<file path="src/design/gjts_pkg.sv">
// shared types and constants for the gantry home, jog and teach sequencer
package gjts_pkg;

   localparam int unsigned REQ_DATA_W = 40;
   localparam int unsigned RSP_DATA_W = 72;
   localparam int unsigned CSR_ADDR_W = 5;
   localparam int unsigned OUT_POS_W  = 16;
   localparam int unsigned STEP_COUNTS = 4;
   localparam logic [9:0]  PRESS_TIMER_MAX = 10'd1023;
   localparam logic [7:0]  ESTOP_TIMER_MAX = 8'd255;

   // register indexes on the csr port (word addresses)
   localparam logic [2:0] REG_STEP_PERIOD    = 3'd0;
   localparam logic [2:0] REG_X_CENTRE_LOW   = 3'd1;
   localparam logic [2:0] REG_X_CENTRE_HIGH  = 3'd2;
   localparam logic [2:0] REG_Y_CENTRE_LOW   = 3'd3;
   localparam logic [2:0] REG_Y_CENTRE_HIGH  = 3'd4;
   localparam logic [2:0] REG_PRESS_DEBOUNCE = 3'd5;
   localparam logic [2:0] REG_ESTOP_DEBOUNCE = 3'd6;

   typedef enum logic [1:0] {
      DIR_IDLE = 2'd0,
      DIR_FWD  = 2'd1,
      DIR_REV  = 2'd2
   } dir_type;

   typedef enum logic [7:0] {
      PH_ESTOP  = 8'b0000_0001,
      PH_HOME_X = 8'b0000_0010,
      PH_HOME_Y = 8'b0000_0100,
      PH_HOME_Z = 8'b0000_1000,
      PH_JOG    = 8'b0001_0000,
      PH_PICK   = 8'b0010_0000,
      PH_DROP   = 8'b0100_0000,
      PH_DONE   = 8'b1000_0000
   } phase_type;

   // per-axis command from the sequencer to a step engine
   typedef struct packed {
      logic    clear;
      logic    stop;
      logic    zero;
      logic    start;
      dir_type dir;
   } axis_cmd_type;

   function automatic logic [2:0] phase_code(input phase_type ph);
      logic [2:0] c;
      case (ph)
         PH_ESTOP:  c = 3'd0;
         PH_HOME_X: c = 3'd1;
         PH_HOME_Y: c = 3'd2;
         PH_HOME_Z: c = 3'd3;
         PH_JOG:    c = 3'd4;
         PH_PICK:   c = 3'd5;
         PH_DROP:   c = 3'd6;
         PH_DONE:   c = 3'd7;
         default:   c = 3'd0;
      endcase
      return c;
   endfunction

endpackage

</file>
<file path="src/design/gjts_axis.sv">
// one stepper axis: coil phase sequencer and saturating position counter
module gjts_axis #(
   parameter int PHASES    = 4,
   parameter int POS_WIDTH = 16
) (
   input  logic                          clock,
   input  logic                          reset,
   input  logic                          enable,
   input  gjts_pkg::axis_cmd_type        cmd,
   input  logic [7:0]                    step_period,
   output gjts_pkg::dir_type             busy,
   output logic signed [POS_WIDTH-1:0]   position,
   output logic signed [POS_WIDTH-1:0]   position_next,
   output logic [3:0]                    coils
);
   import gjts_pkg::*;

   localparam int IW = $clog2(PHASES) + 1;
   localparam logic signed [POS_WIDTH:0] POS_MAX = (POS_WIDTH+1)'((64'sd1 <<< (POS_WIDTH-1)) - 1);
   localparam logic signed [POS_WIDTH:0] POS_MIN = -POS_MAX - 1;

   dir_type                busy_ff, busy_in, busy_mid;
   logic [IW-1:0]          idx_ff, idx_in, idx_mid, idx_inc;
   logic [7:0]             tmr_ff, tmr_in, tmr_mid, tmr_inc;
   logic signed [POS_WIDTH-1:0] pos_ff, pos_in, pos_mid;
   logic signed [POS_WIDTH:0]   pos_sum;

   always_comb begin
      // sequencer decisions first
      busy_mid = busy_ff;
      idx_mid  = idx_ff;
      tmr_mid  = tmr_ff;
      pos_mid  = pos_ff;
      if (cmd.clear || cmd.stop) begin
         busy_mid = DIR_IDLE;
         idx_mid  = '0;
         tmr_mid  = '0;
      end else if (cmd.start && busy_ff == DIR_IDLE) begin
         busy_mid = cmd.dir;
         idx_mid  = '0;
         tmr_mid  = '0;
      end
      if (cmd.clear || cmd.zero) begin
         pos_mid = '0;
      end

      // then the step engine
      busy_in = busy_mid;
      idx_in  = idx_mid;
      tmr_in  = tmr_mid;
      pos_in  = pos_mid;
      coils   = 4'b0000;
      idx_inc = idx_mid + 1'b1;
      tmr_inc = tmr_mid + 8'd1;
      pos_sum = (busy_mid == DIR_FWD) ? (POS_WIDTH+1)'(pos_mid) + (POS_WIDTH+1)'(STEP_COUNTS)
                                      : (POS_WIDTH+1)'(pos_mid) - (POS_WIDTH+1)'(STEP_COUNTS);
      if (busy_mid != DIR_IDLE) begin
         coils  = (busy_mid == DIR_FWD) ? (4'b0001 << idx_mid[1:0]) : (4'b1000 >> idx_mid[1:0]);
         tmr_in = tmr_inc;
         if (tmr_inc >= step_period) begin
            tmr_in = '0;
            idx_in = idx_inc;
            if (idx_inc >= IW'(PHASES)) begin
               busy_in = DIR_IDLE;
               idx_in  = '0;
               if (pos_sum > POS_MAX)      pos_in = POS_MAX[POS_WIDTH-1:0];
               else if (pos_sum < POS_MIN) pos_in = POS_MIN[POS_WIDTH-1:0];
               else                        pos_in = pos_sum[POS_WIDTH-1:0];
            end
         end
      end
   end

   always_ff @(posedge clock) begin
      if (reset) begin
         busy_ff <= DIR_IDLE;
         idx_ff  <= '0;
         tmr_ff  <= '0;
         pos_ff  <= '0;
      end else if (enable) begin
         busy_ff <= busy_in;
         idx_ff  <= idx_in;
         tmr_ff  <= tmr_in;
         pos_ff  <= pos_in;
      end
   end

   assign busy          = busy_ff;
   assign position      = pos_ff;
   assign position_next = pos_in;

   a_idx_range: assert property (@(posedge clock) disable iff (reset)
      idx_ff < IW'(PHASES)) else $error("coil index past last phase");
   a_idle_idx: assert property (@(posedge clock) disable iff (reset)
      busy_ff == DIR_IDLE |-> idx_ff == '0 && tmr_ff == '0) else $error("idle axis not parked");
   a_coils: assert property (@(posedge clock) disable iff (reset)
      $onehot0(coils)) else $error("coil pattern not one-hot");

endmodule

</file>
<file path="src/design/gantry_home_jog_teach_sequencer.sv">
// top level: input register, run sequencer, three axis engines, result register
//
// One item is one millisecond tick of sampled joystick, buttons and switches.
// It is captured in an input register and turned into its result; results
// sit in an output register, so a new item is taken every cycle while the
// result side keeps up. The result holds the coil patterns shown for the tick,
// the run phase, the teach stage and the axis positions after the tick.
// Configuration is to be written over the csr port only while no item is in
// flight; the block itself does not enforce this.
module gantry_home_jog_teach_sequencer #(
   parameter int PHASES    = 4,
   parameter int POS_WIDTH = 16
) (
   input  logic                               clock,
   input  logic                               reset,
   // joy_x, joy_y, z_plus, z_minus, endstop_level, enter_level, estop_level
   input  logic [gjts_pkg::REQ_DATA_W-1:0]    req_tdata,
   input  logic                               req_tvalid,
   output logic                               req_tready,
   // coils_x, coils_y, coils_z, phase_of_run, teach_stage,
   // position_x, position_y, position_z
   output logic [gjts_pkg::RSP_DATA_W-1:0]    rsp_tdata,
   output logic                               rsp_tvalid,
   input  logic                               rsp_tready,
   input  logic                               csr_psel,
   input  logic                               csr_penable,
   input  logic                               csr_pwrite,
   input  logic [gjts_pkg::CSR_ADDR_W-1:0]    csr_paddr,
   input  logic [31:0]                        csr_pwdata,
   output logic [31:0]                        csr_prdata,
   output logic                               csr_pready
);
   import gjts_pkg::*;

   // configuration
   logic [7:0]  step_period_ff;
   logic [15:0] xcl_ff, xch_ff, ycl_ff, ych_ff;
   logic [9:0]  pdb_ff;
   logic [7:0]  edb_ff;
   logic        csr_wr;

   // pipeline
   logic        s1_valid_ff;
   logic [36:0] s1_data_ff;
   logic        adv;
   logic [RSP_DATA_W-1:0] rsp_data_ff, rsp_data_in;
   logic        rsp_valid_ff;

   // sequencer state
   phase_type   ph_ff, ph_in;
   logic [1:0]  mv_axis_ff, mv_axis_in;
   logic [15:0] rem_ff, rem_in;
   logic [1:0]  teach_ff, teach_in;
   logic [9:0]  pt_ff, pt_in, pt_inc;
   logic [7:0]  et_ff, et_in, et_inc;
   logic [2:0]  lv_ff, lv_in;
   logic signed [POS_WIDTH-1:0] pick_ff [3];
   logic signed [POS_WIDTH-1:0] pick_in [3];
   logic signed [POS_WIDTH-1:0] drop_ff [3];
   logic signed [POS_WIDTH-1:0] drop_in [3];

   // axis interface
   axis_cmd_type cmd [3];
   dir_type      busy [3];
   logic signed [POS_WIDTH-1:0] pos [3];
   logic signed [POS_WIDTH-1:0] pos_nx [3];
   logic [3:0]   coils [3];

   // input fields
   logic [15:0] jx, jy;
   logic        zp, zm, endl, entl, estl;
   logic        end_fall, est_fall, est_rise, all_idle;

   // move arithmetic
   logic [1:0]  cur_a, ld_a, home_a;
   logic        ld_drop, in_move;
   logic signed [POS_WIDTH:0] cur_d, ld_d;
   logic [15:0] rem_load;

   function automatic logic [15:0] steps_of(input logic signed [POS_WIDTH:0] d);
      logic [POS_WIDTH:0] mag;
      logic [33:0]        q;
      mag = d[POS_WIDTH] ? (POS_WIDTH+1)'(0) - d : d;
      q   = 34'(mag >> 2);
      return (q > 34'd65535) ? 16'hFFFF : q[15:0];
   endfunction

   // csr port
   assign csr_pready = 1'b1;
   assign csr_wr     = csr_psel && csr_penable && csr_pwrite && csr_pready;

   always_comb begin
      case (csr_paddr[4:2])
         REG_STEP_PERIOD:    csr_prdata = {24'd0, step_period_ff};
         REG_X_CENTRE_LOW:   csr_prdata = {16'd0, xcl_ff};
         REG_X_CENTRE_HIGH:  csr_prdata = {16'd0, xch_ff};
         REG_Y_CENTRE_LOW:   csr_prdata = {16'd0, ycl_ff};
         REG_Y_CENTRE_HIGH:  csr_prdata = {16'd0, ych_ff};
         REG_PRESS_DEBOUNCE: csr_prdata = {22'd0, pdb_ff};
         REG_ESTOP_DEBOUNCE: csr_prdata = {24'd0, edb_ff};
         default:            csr_prdata = 32'd0;
      endcase
   end

   always_ff @(posedge clock) begin
      if (reset) begin
         step_period_ff <= 8'd3;
         xcl_ff         <= 16'd31000;
         xch_ff         <= 16'd33500;
         ycl_ff         <= 16'd31000;
         ych_ff         <= 16'd34500;
         pdb_ff         <= 10'd250;
         edb_ff         <= 8'd15;
      end else if (csr_wr) begin
         case (csr_paddr[4:2])
            REG_STEP_PERIOD:    step_period_ff <= csr_pwdata[7:0];
            REG_X_CENTRE_LOW:   xcl_ff         <= csr_pwdata[15:0];
            REG_X_CENTRE_HIGH:  xch_ff         <= csr_pwdata[15:0];
            REG_Y_CENTRE_LOW:   ycl_ff         <= csr_pwdata[15:0];
            REG_Y_CENTRE_HIGH:  ych_ff         <= csr_pwdata[15:0];
            REG_PRESS_DEBOUNCE: pdb_ff         <= csr_pwdata[9:0];
            REG_ESTOP_DEBOUNCE: edb_ff         <= csr_pwdata[7:0];
            default: ;
         endcase
      end
   end

   // handshake
   assign adv        = s1_valid_ff && (!rsp_valid_ff || rsp_tready);
   assign req_tready = !s1_valid_ff || adv;
   assign rsp_tvalid = rsp_valid_ff;
   assign rsp_tdata  = rsp_data_ff;

   always_ff @(posedge clock) begin
      if (reset) begin
         s1_valid_ff  <= 1'b0;
         rsp_valid_ff <= 1'b0;
      end else begin
         if (req_tready) s1_valid_ff <= req_tvalid;
         if (adv) rsp_valid_ff <= 1'b1;
         else if (rsp_tready) rsp_valid_ff <= 1'b0;
      end
   end

   always_ff @(posedge clock) begin
      if (req_tready && req_tvalid) s1_data_ff <= req_tdata[36:0];
      if (adv) rsp_data_ff <= rsp_data_in;
   end

   assign jx   = s1_data_ff[15:0];
   assign jy   = s1_data_ff[31:16];
   assign zp   = s1_data_ff[32];
   assign zm   = s1_data_ff[33];
   assign endl = s1_data_ff[34];
   assign entl = s1_data_ff[35];
   assign estl = s1_data_ff[36];

   assign end_fall = lv_ff[0] && !endl;
   assign est_fall = lv_ff[2] && !estl;
   assign est_rise = !lv_ff[2] && estl;
   assign all_idle = busy[0] == DIR_IDLE && busy[1] == DIR_IDLE && busy[2] == DIR_IDLE;
   assign pt_inc   = (pt_ff < PRESS_TIMER_MAX) ? pt_ff + 10'd1 : pt_ff;
   assign et_inc   = (et_ff < ESTOP_TIMER_MAX) ? et_ff + 8'd1 : et_ff;

   assign cur_a   = (mv_axis_ff == 2'd3) ? 2'd0 : mv_axis_ff;
   assign in_move = ph_ff == PH_PICK || ph_ff == PH_DROP;
   assign ld_a    = (in_move && cur_a != 2'd2) ? cur_a + 2'd1 : 2'd0;
   assign ld_drop = ph_ff == PH_DROP || (in_move && cur_a == 2'd2);
   assign home_a  = (ph_ff == PH_HOME_Y) ? 2'd1 : (ph_ff == PH_HOME_Z) ? 2'd2 : 2'd0;

   // distance of the axis now moving, and of the one loaded next
   always_comb begin
      if (ph_ff == PH_DROP) cur_d = (POS_WIDTH+1)'(drop_ff[cur_a]) - (POS_WIDTH+1)'(pick_ff[cur_a]);
      else                  cur_d = (POS_WIDTH+1)'(pick_ff[cur_a]) - (POS_WIDTH+1)'(pos[cur_a]);
      if (ld_drop) ld_d = (POS_WIDTH+1)'(drop_ff[ld_a]) - (POS_WIDTH+1)'(pick_ff[ld_a]);
      else         ld_d = (POS_WIDTH+1)'(pick_ff[ld_a]) - (POS_WIDTH+1)'(pos[ld_a]);
      rem_load = steps_of(ld_d);
   end

   always_comb begin
      ph_in      = ph_ff;
      mv_axis_in = mv_axis_ff;
      rem_in     = rem_ff;
      teach_in   = teach_ff;
      pt_in      = pt_inc;
      et_in      = et_ff;
      lv_in      = {estl, entl, endl};
      for (int a = 0; a < 3; a++) begin
         pick_in[a] = pick_ff[a];
         drop_in[a] = drop_ff[a];
         cmd[a]     = '{clear: 1'b0, stop: 1'b0, zero: 1'b0, start: 1'b0, dir: DIR_FWD};
      end

      if (est_fall) begin
         ph_in      = PH_ESTOP;
         mv_axis_in = 2'd0;
         rem_in     = '0;
         teach_in   = 2'd0;
         pt_in      = '0;
         et_in      = '0;
         for (int a = 0; a < 3; a++) begin
            pick_in[a]   = '0;
            drop_in[a]   = '0;
            cmd[a].clear = 1'b1;
         end
      end else begin
         case (ph_ff)
            PH_ESTOP: begin
               et_in = et_inc;
               if (est_rise && et_inc > edb_ff) begin
                  ph_in = PH_HOME_X;
                  et_in = '0;
               end
            end
            PH_HOME_X, PH_HOME_Y, PH_HOME_Z: begin
               if (end_fall && (ph_ff == PH_HOME_X || pt_inc > pdb_ff)) begin
                  cmd[home_a].stop = 1'b1;
                  pt_in = '0;
                  case (ph_ff)
                     PH_HOME_X: ph_in = PH_HOME_Y;
                     PH_HOME_Y: ph_in = PH_HOME_Z;
                     default: begin
                        ph_in = PH_JOG;
                        for (int a = 0; a < 3; a++) cmd[a].zero = 1'b1;
                     end
                  endcase
               end else begin
                  cmd[home_a].start = 1'b1;
               end
            end
            PH_JOG: begin
               if (!entl && all_idle && pt_inc > pdb_ff) begin
                  pt_in = '0;
                  if (teach_ff == 2'd0) begin
                     for (int a = 0; a < 3; a++) pick_in[a] = pos[a];
                     teach_in = 2'd1;
                  end else if (teach_ff == 2'd1) begin
                     for (int a = 0; a < 3; a++) drop_in[a] = pos[a];
                     teach_in = 2'd2;
                  end else begin
                     ph_in      = PH_PICK;
                     mv_axis_in = 2'd0;
                     rem_in     = rem_load;
                  end
               end
               if (ph_in == PH_JOG) begin
                  // forward wins when both directions are asked for
                  if (jx > xch_ff) cmd[0].start = 1'b1;
                  else if (jx < xcl_ff) begin
                     cmd[0].start = 1'b1;
                     cmd[0].dir   = DIR_REV;
                  end
                  if (jy > ych_ff) cmd[1].start = 1'b1;
                  else if (jy < ycl_ff) begin
                     cmd[1].start = 1'b1;
                     cmd[1].dir   = DIR_REV;
                  end
                  if (zp) cmd[2].start = 1'b1;
                  else if (zm) begin
                     cmd[2].start = 1'b1;
                     cmd[2].dir   = DIR_REV;
                  end
               end
            end
            PH_PICK, PH_DROP: begin
               if (busy[cur_a] == DIR_IDLE) begin
                  if (rem_ff != 16'd0) begin
                     cmd[cur_a].start = 1'b1;
                     cmd[cur_a].dir   = cur_d[POS_WIDTH] ? DIR_REV : DIR_FWD;
                     rem_in           = rem_ff - 16'd1;
                  end else if (cur_a != 2'd2) begin
                     mv_axis_in = ld_a;
                     rem_in     = rem_load;
                  end else if (ph_ff == PH_PICK) begin
                     ph_in      = PH_DROP;
                     mv_axis_in = 2'd0;
                     rem_in     = rem_load;
                  end else begin
                     ph_in = PH_DONE;
                  end
               end
            end
            default: ;
         endcase
      end

      rsp_data_in = {7'd0,
                     OUT_POS_W'(pos_nx[2]), OUT_POS_W'(pos_nx[1]), OUT_POS_W'(pos_nx[0]),
                     teach_in, phase_code(ph_in), coils[2], coils[1], coils[0]};
   end

   always_ff @(posedge clock) begin
      if (reset) begin
         ph_ff      <= PH_HOME_X;
         mv_axis_ff <= 2'd0;
         rem_ff     <= '0;
         teach_ff   <= 2'd0;
         pt_ff      <= '0;
         et_ff      <= '0;
         lv_ff      <= 3'b111;
         for (int a = 0; a < 3; a++) begin
            pick_ff[a] <= '0;
            drop_ff[a] <= '0;
         end
      end else if (adv) begin
         ph_ff      <= ph_in;
         mv_axis_ff <= mv_axis_in;
         rem_ff     <= rem_in;
         teach_ff   <= teach_in;
         pt_ff      <= pt_in;
         et_ff      <= et_in;
         lv_ff      <= lv_in;
         for (int a = 0; a < 3; a++) begin
            pick_ff[a] <= pick_in[a];
            drop_ff[a] <= drop_in[a];
         end
      end
   end

   for (genvar g = 0; g < 3; g++) begin : g_axis
      gjts_axis #(.PHASES(PHASES), .POS_WIDTH(POS_WIDTH)) u_axis (
         .clock         (clock),
         .reset         (reset),
         .enable        (adv),
         .cmd           (cmd[g]),
         .step_period   (step_period_ff),
         .busy          (busy[g]),
         .position      (pos[g]),
         .position_next (pos_nx[g]),
         .coils         (coils[g])
      );
   end

   a_stop_quiet: assert property (@(posedge clock) disable iff (reset)
      rsp_valid_ff && (rsp_data_ff[14:12] == 3'd0 || rsp_data_ff[14:12] == 3'd7)
      |-> rsp_data_ff[11:0] == 12'd0) else $error("coils driven in emergency or done");
   a_teach: assert property (@(posedge clock) disable iff (reset)
      teach_ff != 2'd3) else $error("teach stage out of range");
   a_axis_sel: assert property (@(posedge clock) disable iff (reset)
      mv_axis_ff != 2'd3) else $error("move axis out of range");
   a_hold: assert property (@(posedge clock) disable iff (reset)
      s1_valid_ff && !adv |=> s1_valid_ff && $stable(s1_data_ff))
      else $error("held item lost");

endmodule

</file>
<file path="config.mk">
export PLATFORM = sky130hd
export DESIGN_NAME = gantry_home_jog_teach_sequencer
export DESIGN_NICKNAME = d
export VERILOG_FILES = /design/src/design/gjts_pkg.sv /design/src/design/gjts_axis.sv /design/src/design/gantry_home_jog_teach_sequencer.sv
export SDC_FILE = /design/constraint.sdc
export NUM_CORES = 1
export LEC_CHECK = 0
export BUFFER_PORTS_ARGS = -buffer_cell sky130_fd_sc_hd__clkbuf_2
export CAP_MARGIN = 20
export CELL_PAD_IN_SITES_DETAIL_PLACEMENT = 0
export CELL_PAD_IN_SITES_GLOBAL_PLACEMENT = 1
export CORE_ASPECT_RATIO = 0.6
export CORE_MARGIN = 8
export CORE_UTILIZATION = 51
export DETAILED_ROUTE_END_ITERATION = 8
export GPL_ROUTABILITY_DRIVEN = 0
export PLACE_DENSITY = 0.83
export SYNTH_ARGS = -nofsm -noshare
export SYNTH_HDL_FRONTEND = slang
export SYNTH_SLANG_ARGS = --single-unit
</file>
<file path="constraint.sdc">
create_clock -name clock -period 11.6 [get_ports clock]
set_input_delay 1.74 -clock clock [delete_from_list [all_inputs] [get_ports clock]]
set_output_delay 1.74 -clock clock [all_outputs]
set_load 0.1 [all_outputs]
</file>
### Yosys cells after proc, flatten, opt, wreduce, memory -nomap -nowiden

Memories as Yosys holds them, arrays and structs flattened.
Cells that the tools add are included.

* register bits after elaboration: 330
* bits in writable memories: 96
* input port bits: 84
* output and inout port bits: 107
* memories: 2

* add/sub/neg operators: 21
* order comparisons: 26
* equal/unequal tests: 42
* shifts and indexed selects: 6
* multiplexer cells: 191
* bitwise logic cells: 9
* reductions and logical operators: 65

Memories
* drop_ff: depth 3, width 16, rd ports 2, clocked after memory_dff 0, write ports 3, RTL line gantry_home_jog_teach_sequencer.sv:59 `logic signed [POS_WIDTH-1:0] drop_ff [3];`
* pick_ff: depth 3, width 16, rd ports 2, clocked after memory_dff 0, write ports 3, RTL line gantry_home_jog_teach_sequencer.sv:57 `logic signed [POS_WIDTH-1:0] pick_ff [3];`

Operator list (number)
* $mux 16: 37
* $mux 48: 9
* $mux 8: 28
* $mux 17: 7
* $pmux 16 s7: 1
* $mux 2: 39
* $mux 3: 23
* $sub 16x16->17: 4
* $bmux 16 s2: 2
* $add 16x4->17 const B: 3
* $gt 17x16->1 const B: 3
* $lt 17x16->1 const B: 3
* $sub 16x4->17 const B: 3
* $demux 6 s2: 4
* $mux 10: 4
* $mux 18: 2
* $add 8x1->8 const B: 4
* $gt 16x16->1: 2
* $lt 16x16->1: 2
* $pmux 16 s2: 1
* $pmux 8 s4: 1
* $pmux 3 s3: 3
* $eq 8x5->1 const B: 3
* $ge 8x8->1: 3
* 57 further kinds: 169

### Depth between registers and ports, before layout

* word-level depth: 25
* gate-level depth with buffers: 32

### Cells and area by module

From an unflattened synthesis, not the netlist that was laid out.

* cell total of the unflattened synthesis: 3515
* area, all modules: 30125.1 µm²

Modules (own cells, without submodules)
* gantry_home_jog_teach_sequencer: times used 1, cells each 2238, area each 20723.6 µm², sequential area each 8748.4 µm²
* gjts_axis at g_axis[2].u_axis: times used 1, cells each 455, area each 3293.2 µm², sequential area each 580.6 µm²
* gjts_axis at g_axis[0].u_axis: times used 1, cells each 429, area each 3139.3 µm², sequential area each 580.6 µm²
* gjts_axis at g_axis[1].u_axis: times used 1, cells each 393, area each 2969.1 µm², sequential area each 580.6 µm²

### Worst setup path before layout

Ideal clock, no wire load.

* path kind: register to register
* from: register mv_axis_ff[1]
* to: register rsp_data_ff[22] (netlist: rsp_tdata[22]) (data pin)
* setup time: 269 ps
* arrival: 6599 ps
* path slack: 4732 ps
* stages on the path, launching flop included: 31
* period minus slack after synthesis: 6868 ps
* cells stage by stage: dfxtp_1 inv_1 ha_1 clkbuf_1 clkbuf_1 clkbuf_1 mux2i_1 o21ai_0 ha_1 a21o_1 a221o_1 a221oi_1 o21ai_0 o22ai_1 nor2_1 o21a_1 nor3_1 inv_1 ha_1 clkbuf_1 a21oi_1 o2111ai_1 a31o_2 a211oi_1 a221oi_1 nand4_1 nor3_1 a31oi_2 buf_2 a21boi_0 o21ai_0

* cells in the longest elaborated chain, start to end: 24
* elaborated cells between the ends (all ways): 56

RTL lines
* start, declared: RTL line gantry_home_jog_teach_sequencer.sv:51 `logic [1:0] mv_axis_ff, mv_axis_in;`
* start signal, assigned: RTL line gantry_home_jog_teach_sequencer.sv:307 `mv_axis_ff <= mv_axis_in;`
* $eq 2x2->1: RTL line gantry_home_jog_teach_sequencer.sv:165 `assign cur_a = (mv_axis_ff == 2'd3) ? 2'd0 : mv_axis_ff;`
* $mux 2 (*): RTL line gantry_home_jog_teach_sequencer.sv:165
* $not 2->3
* $bmux 16 s2: RTL line gantry_home_jog_teach_sequencer.sv:174 `else cur_d = (POS_WIDTH+1)'(pick_ff[cur_a]) - (POS_WIDTH+1)'(pos[cur_a]);`
* $mux 16 (not written as such) (2 in series): RTL line gantry_home_jog_teach_sequencer.sv:174
* $sub 16x16->17: RTL line gantry_home_jog_teach_sequencer.sv:174
* $mux 17: RTL line gantry_home_jog_teach_sequencer.sv:173 `if (ph_ff == PH_DROP) cur_d = (POS_WIDTH+1)'(drop_ff[cur_a]) - (POS_WIDTH+1)'(pick_ff[cur_a]);`
* $mux 2: RTL line gantry_home_jog_teach_sequencer.sv:269 `cmd[cur_a].dir = cur_d[POS_WIDTH] ? DIR_REV : DIR_FWD;`
* (+8 left out)
* $mux 17: RTL line gjts_axis.sv:55 `pos_sum = (busy_mid == DIR_FWD) ? (POS_WIDTH+1)'(pos_mid) + (POS_WIDTH+1)'(STEP_COUNTS)`
* $lt 17x16->1: RTL line gjts_axis.sv:67 `else if (pos_sum < POS_MIN) pos_in = POS_MIN[POS_WIDTH-1:0];`
* $mux 16: RTL line gjts_axis.sv:67
* $mux 16: RTL line gjts_axis.sv:66 `if (pos_sum > POS_MAX) pos_in = POS_MAX[POS_WIDTH-1:0];`
* $mux 16: RTL line gjts_axis.sv:63 `if (idx_inc >= IW'(PHASES)) begin`
* $mux 16: RTL line gjts_axis.sv:60 `if (tmr_inc >= step_period) begin`
* $mux 16 (*): RTL line gjts_axis.sv:57 `if (busy_mid != DIR_IDLE) begin`
* via g_axis[0].u_axis.position_next[5]: RTL line gjts_axis.sv:13 `output logic signed [POS_WIDTH-1:0] position_next,`
* end signal, assigned: RTL line gantry_home_jog_teach_sequencer.sv:147 `if (adv) rsp_data_ff <= rsp_data_in;`
* end, declared: RTL line gantry_home_jog_teach_sequencer.sv:46 `logic [RSP_DATA_W-1:0] rsp_data_ff, rsp_data_in;`

Mark *: on every way through the listed nets, which the timed path passes. The rest lies on a longest branch. The select of a mux whose other input is x is not followed.
A chain may end at the register's enable or synchronous reset.

### Worst setup path after layout

* from: register mv_axis_ff[0]
* to: register g_axis[2].u_axis.pos_ff[14]

* cells in the longest elaborated chain, start to end: 24
* elaborated cells between the ends (all ways): 56

RTL lines
* $eq 2x2->1: RTL line gantry_home_jog_teach_sequencer.sv:165
* $mux 2 (*): RTL line gantry_home_jog_teach_sequencer.sv:165
* $not 2->3
* $bmux 16 s2: RTL line gantry_home_jog_teach_sequencer.sv:174
* $mux 16 (not written as such) (2 in series): RTL line gantry_home_jog_teach_sequencer.sv:174
* $sub 16x16->17: RTL line gantry_home_jog_teach_sequencer.sv:174
* $mux 17: RTL line gantry_home_jog_teach_sequencer.sv:173
* $mux 2: RTL line gantry_home_jog_teach_sequencer.sv:269
* (+8 left out)
* $mux 17: RTL line gjts_axis.sv:55
* $lt 17x16->1: RTL line gjts_axis.sv:67
* $mux 16: RTL line gjts_axis.sv:67
* $mux 16: RTL line gjts_axis.sv:66
* $mux 16: RTL line gjts_axis.sv:63
* $mux 16: RTL line gjts_axis.sv:60
* $mux 16 (*): RTL line gjts_axis.sv:57
* via g_axis[2].u_axis.position_next[14]: RTL line gjts_axis.sv:13
* end signal, assigned: RTL line gjts_axis.sv:84 `pos_ff <= pos_in;`
* end, declared: RTL line gjts_axis.sv:25 `logic signed [POS_WIDTH-1:0] pos_ff, pos_in, pos_mid;`

Marks and branches as above.

==> qor.txt <==
worst-path maximum fanout: 50
Bufs on Longest Clock Path: 3
min cycle time layout: 9.58 ns
area leader, netlist: edfxtp_1
Starting DRT DRC Count: 3511
Avg Inst Size Synth: 8.51 um^2
Synth-to-Final Area Change: 9.57%
outcome: complete, no violations
Mapped Cells: 3457
number of synthesized flops with an enable pin: 198
Initial Utilization: 51.4%
clock slew at reported path FFs: 0.07 ns
CTS sink count: 425
post-synthesis mux area share: 4.99%
GRT Util Overall: 29.3%
ANT cells: 0
vias per cell: 6.36
CTS tree: yes
post-synthesis sequential area ratio: 35.6%
nets@finish: 3833
vias: 27500
worst vdd ir: 0.118 mV
Post-Route Skew: 0.0271 ns
MaxCap Viol Count: 0
share of cells above drive strength 1: 10.6%
synth top area cells: edfxtp_1, dfxtp_1, ha_1, nand2_1, nor2_1
CP required: 12.10 ns
Die H: 202 um
DRC: 0
asr flop ratio synth: 0%
router iterations before antenna repair: 6
Post-Synth Simple-Gate Area: 19.4%
first-pass GRT wire length: 153000 um
detailed placement HPWL: 77100 um
Core ar.: 57300 um^2
Ys Warns: 0
LEAKAGE: 12.7 nW
number of global-route vias before repair: 24900
RSZ-0062 raised after global routing: no
Slew Viols, Final: 0
Worst setup EP type: flop
grt total ovfl: 0
clk root buf: clkbuf_16
# H-tree levels: 2
Slew @ Worst Pin: 1.16 ns
arrival time worst endpoint: 10.08 ns
Worst slew margin: 22.4%
final period utilization: 82.6%
Yosys cell types: 109
f_max: 104 MHz
largest net degree at the start of global routing: 98
Die ar.: 65900 um^2
WL final: 102000 um
register bit count reported by yosys: 425
CP Launch Type: flop
worst skew pair latency: 0.61 ns
IO Count: 191
ANT nets after route: 0
Synth Area in Adders: 10.3%
commonest non-fill, non-tap cell in the layout: nand2_1
synthesized area: 29400 um^2
count of input and output buffers: 145
Post-Synth XOR/XNOR Area: 2.85%
Post-synth top flop: dfxtp_1
Compound-Gate Fraction of Synth Area: 21.6%
total negative setup slack: 0 ns
average wire per standard cell: 23.7 um
initial antenna violation count: 6
Synth top area share: 20.2%
final setup violation count: 0
largest family of logic cells by synthesized area: compound AO/OA/AOI/OAI gates
HP Class: reg -> reg
hold buffers post-CTS: 0
Die W: 326 um
slack of the critical path: 2.02 ns
commonest non-fill, non-tap cells in the layout: nand2_1, nor2_1, a21oi_1
worst slack, placed: 2.41 ns
row count: 68
CTS buffer count: 45
Power Dens Cells: 117 nW/um^2
post-CTS sizing: 0
FILL cells: 5134
post-CTS setup buffer count: 0
kind of critical path: reg -> reg
final hold violations: 0
where the power goes:
group / leakage [nW] / internal [mW] / total [mW] / switching (mW)
clock network: 0.740 / 0.860 / 1.52 / 0.665
logic: 8.16 / 0.156 / 0.601 / 0.444
registers: 3.82 / 1.61 / 1.64 / 0.0293
total: 12.7 / 2.62 / 3.76 / 1.14
worst paths after layout:
path            startpoint                            end  slack, ns  cells past startpoint
max reg2reg  mv_axis_ff[0]  g_axis[2].u_axis.position[14]       2.02                     24
min reg2reg      xch_ff[1]                      xch_ff[1]       0.46                      2
min              xch_ff[1]                      xch_ff[1]       0.46                      2
max          mv_axis_ff[0]  g_axis[2].u_axis.position[14]       2.02                     24
critical path, cell delays in order, from the launching register on:
cell      delay, ns
dfxtp_1        0.36
inv_1          0.08
ha_2           0.77
buf_4          0.55
o21ai_0        0.29
ha_1           0.37
nand3_1        0.08
o21a_1         0.17
o21ai_0        0.57
a22oi_1        0.31
o22ai_1        0.64
o32ai_1        0.27
or2_2          0.35
a211oi_2       0.70
inv_1          0.53
ha_1           0.49
a21oi_1        0.14
a21bo_2        0.23
a21oi_1        0.32
o21ai_0        0.29
o21a_1         0.28
o311a_1        0.36
nor2_1         0.73
a21oi_1        0.27
a22o_1         0.26
registers in the layout (all words and copies together), names as in the netlist, 6 cells and up:
signal and flops:
drop_ff 48, pdb_ff 10, ycl_ff 16, xcl_ff 16
g_axis.u_axis.idx_ff 9, pt_ff 10, et_ff 8, ych_ff 16
edb_ff 8, g_axis.u_axis.busy 6, rem_ff 16, g_axis.u_axis.tmr_ff 24
xch_ff 16, g_axis.u_axis.position 48, s1_data_ff 37, ph_ff 8
pick_ff 48, rsp_tdata 65, step_period_ff 8
cell type report:
class                      count  area, um^2  area share [%]
tap                          770         963            2.99
sequential                   425       10500            32.5
clock buffer                  59        1300            4.03
inverter                     174         656            2.03
multi-input combinational   2680       17600            54.5
clock inverter                24         213           0.660
timing repair buffer         186        1040            3.22
Yosys cell counts, types with 24 or more instances:
master and count:
nand2_1 423, nor2_1 365, a21oi_1 239, ha_1 232, dfxtp_1 227, o21ai_0 212, edfxtp_1 198, inv_1 174
clkbuf_1 142, mux2i_1 114, nand3_1 84, nor3_1 63, o211ai_1 63, xnor2_1 60, a31oi_1 55, a21o_1 53
a22oi_1 40, a22o_1 35, and3_1 34, xor2_1 34, nor2b_1 32, nand4_1 31, nand2b_1 29, buf_4 26
and2_1 25, o21a_1 24
cell families after synthesis:
logic type	Yosys count
AOI/OAI and AO/OA	961
xor gates and xnor gates	95
adders and majority gates	239
buffers and inverters	374
DFF	425
muxes	138
other	2
and+or+nand+nor	1223
stage by stage:
| step | cells | instance area, um^2 | util (%) | hold WS (ns) | power (mW) |
|---|---|---|---|---|---|
| floorplan | 3479 | 29500 | - | 0.432 | 2.10 |
| global placement | 4234 | 30700 | 53.7 | 0.441 | 2.24 |
| detailed placement | 4234 | 30700 | 53.7 | 0.446 | 2.25 |
| CTS | 4317 | 32200 | 56.3 | 0.455 | 3.76 |
| global route | 4318 | 32300 | 56.3 | 0.469 | 3.87 |
| finish | 4318 | 32300 | 56.3 | 0.456 | 3.76 |
per-layer routing:
layer | global-route usage, % | wire (um) | share of wire [%] | up-vias
met1 | 46.0 | 48100 | 47 | 13200
met4 | 4.50 | 1250 | 1.2 | 6
met3 | 10.9 | 14800 | 15 | 123
met5 | 0 | 40 | 0.039 | -
met2 | 37.5 | 37900 | 37 | 1433
li1 | - | - | - | 12700
Power figures use the tool's default switching activity.
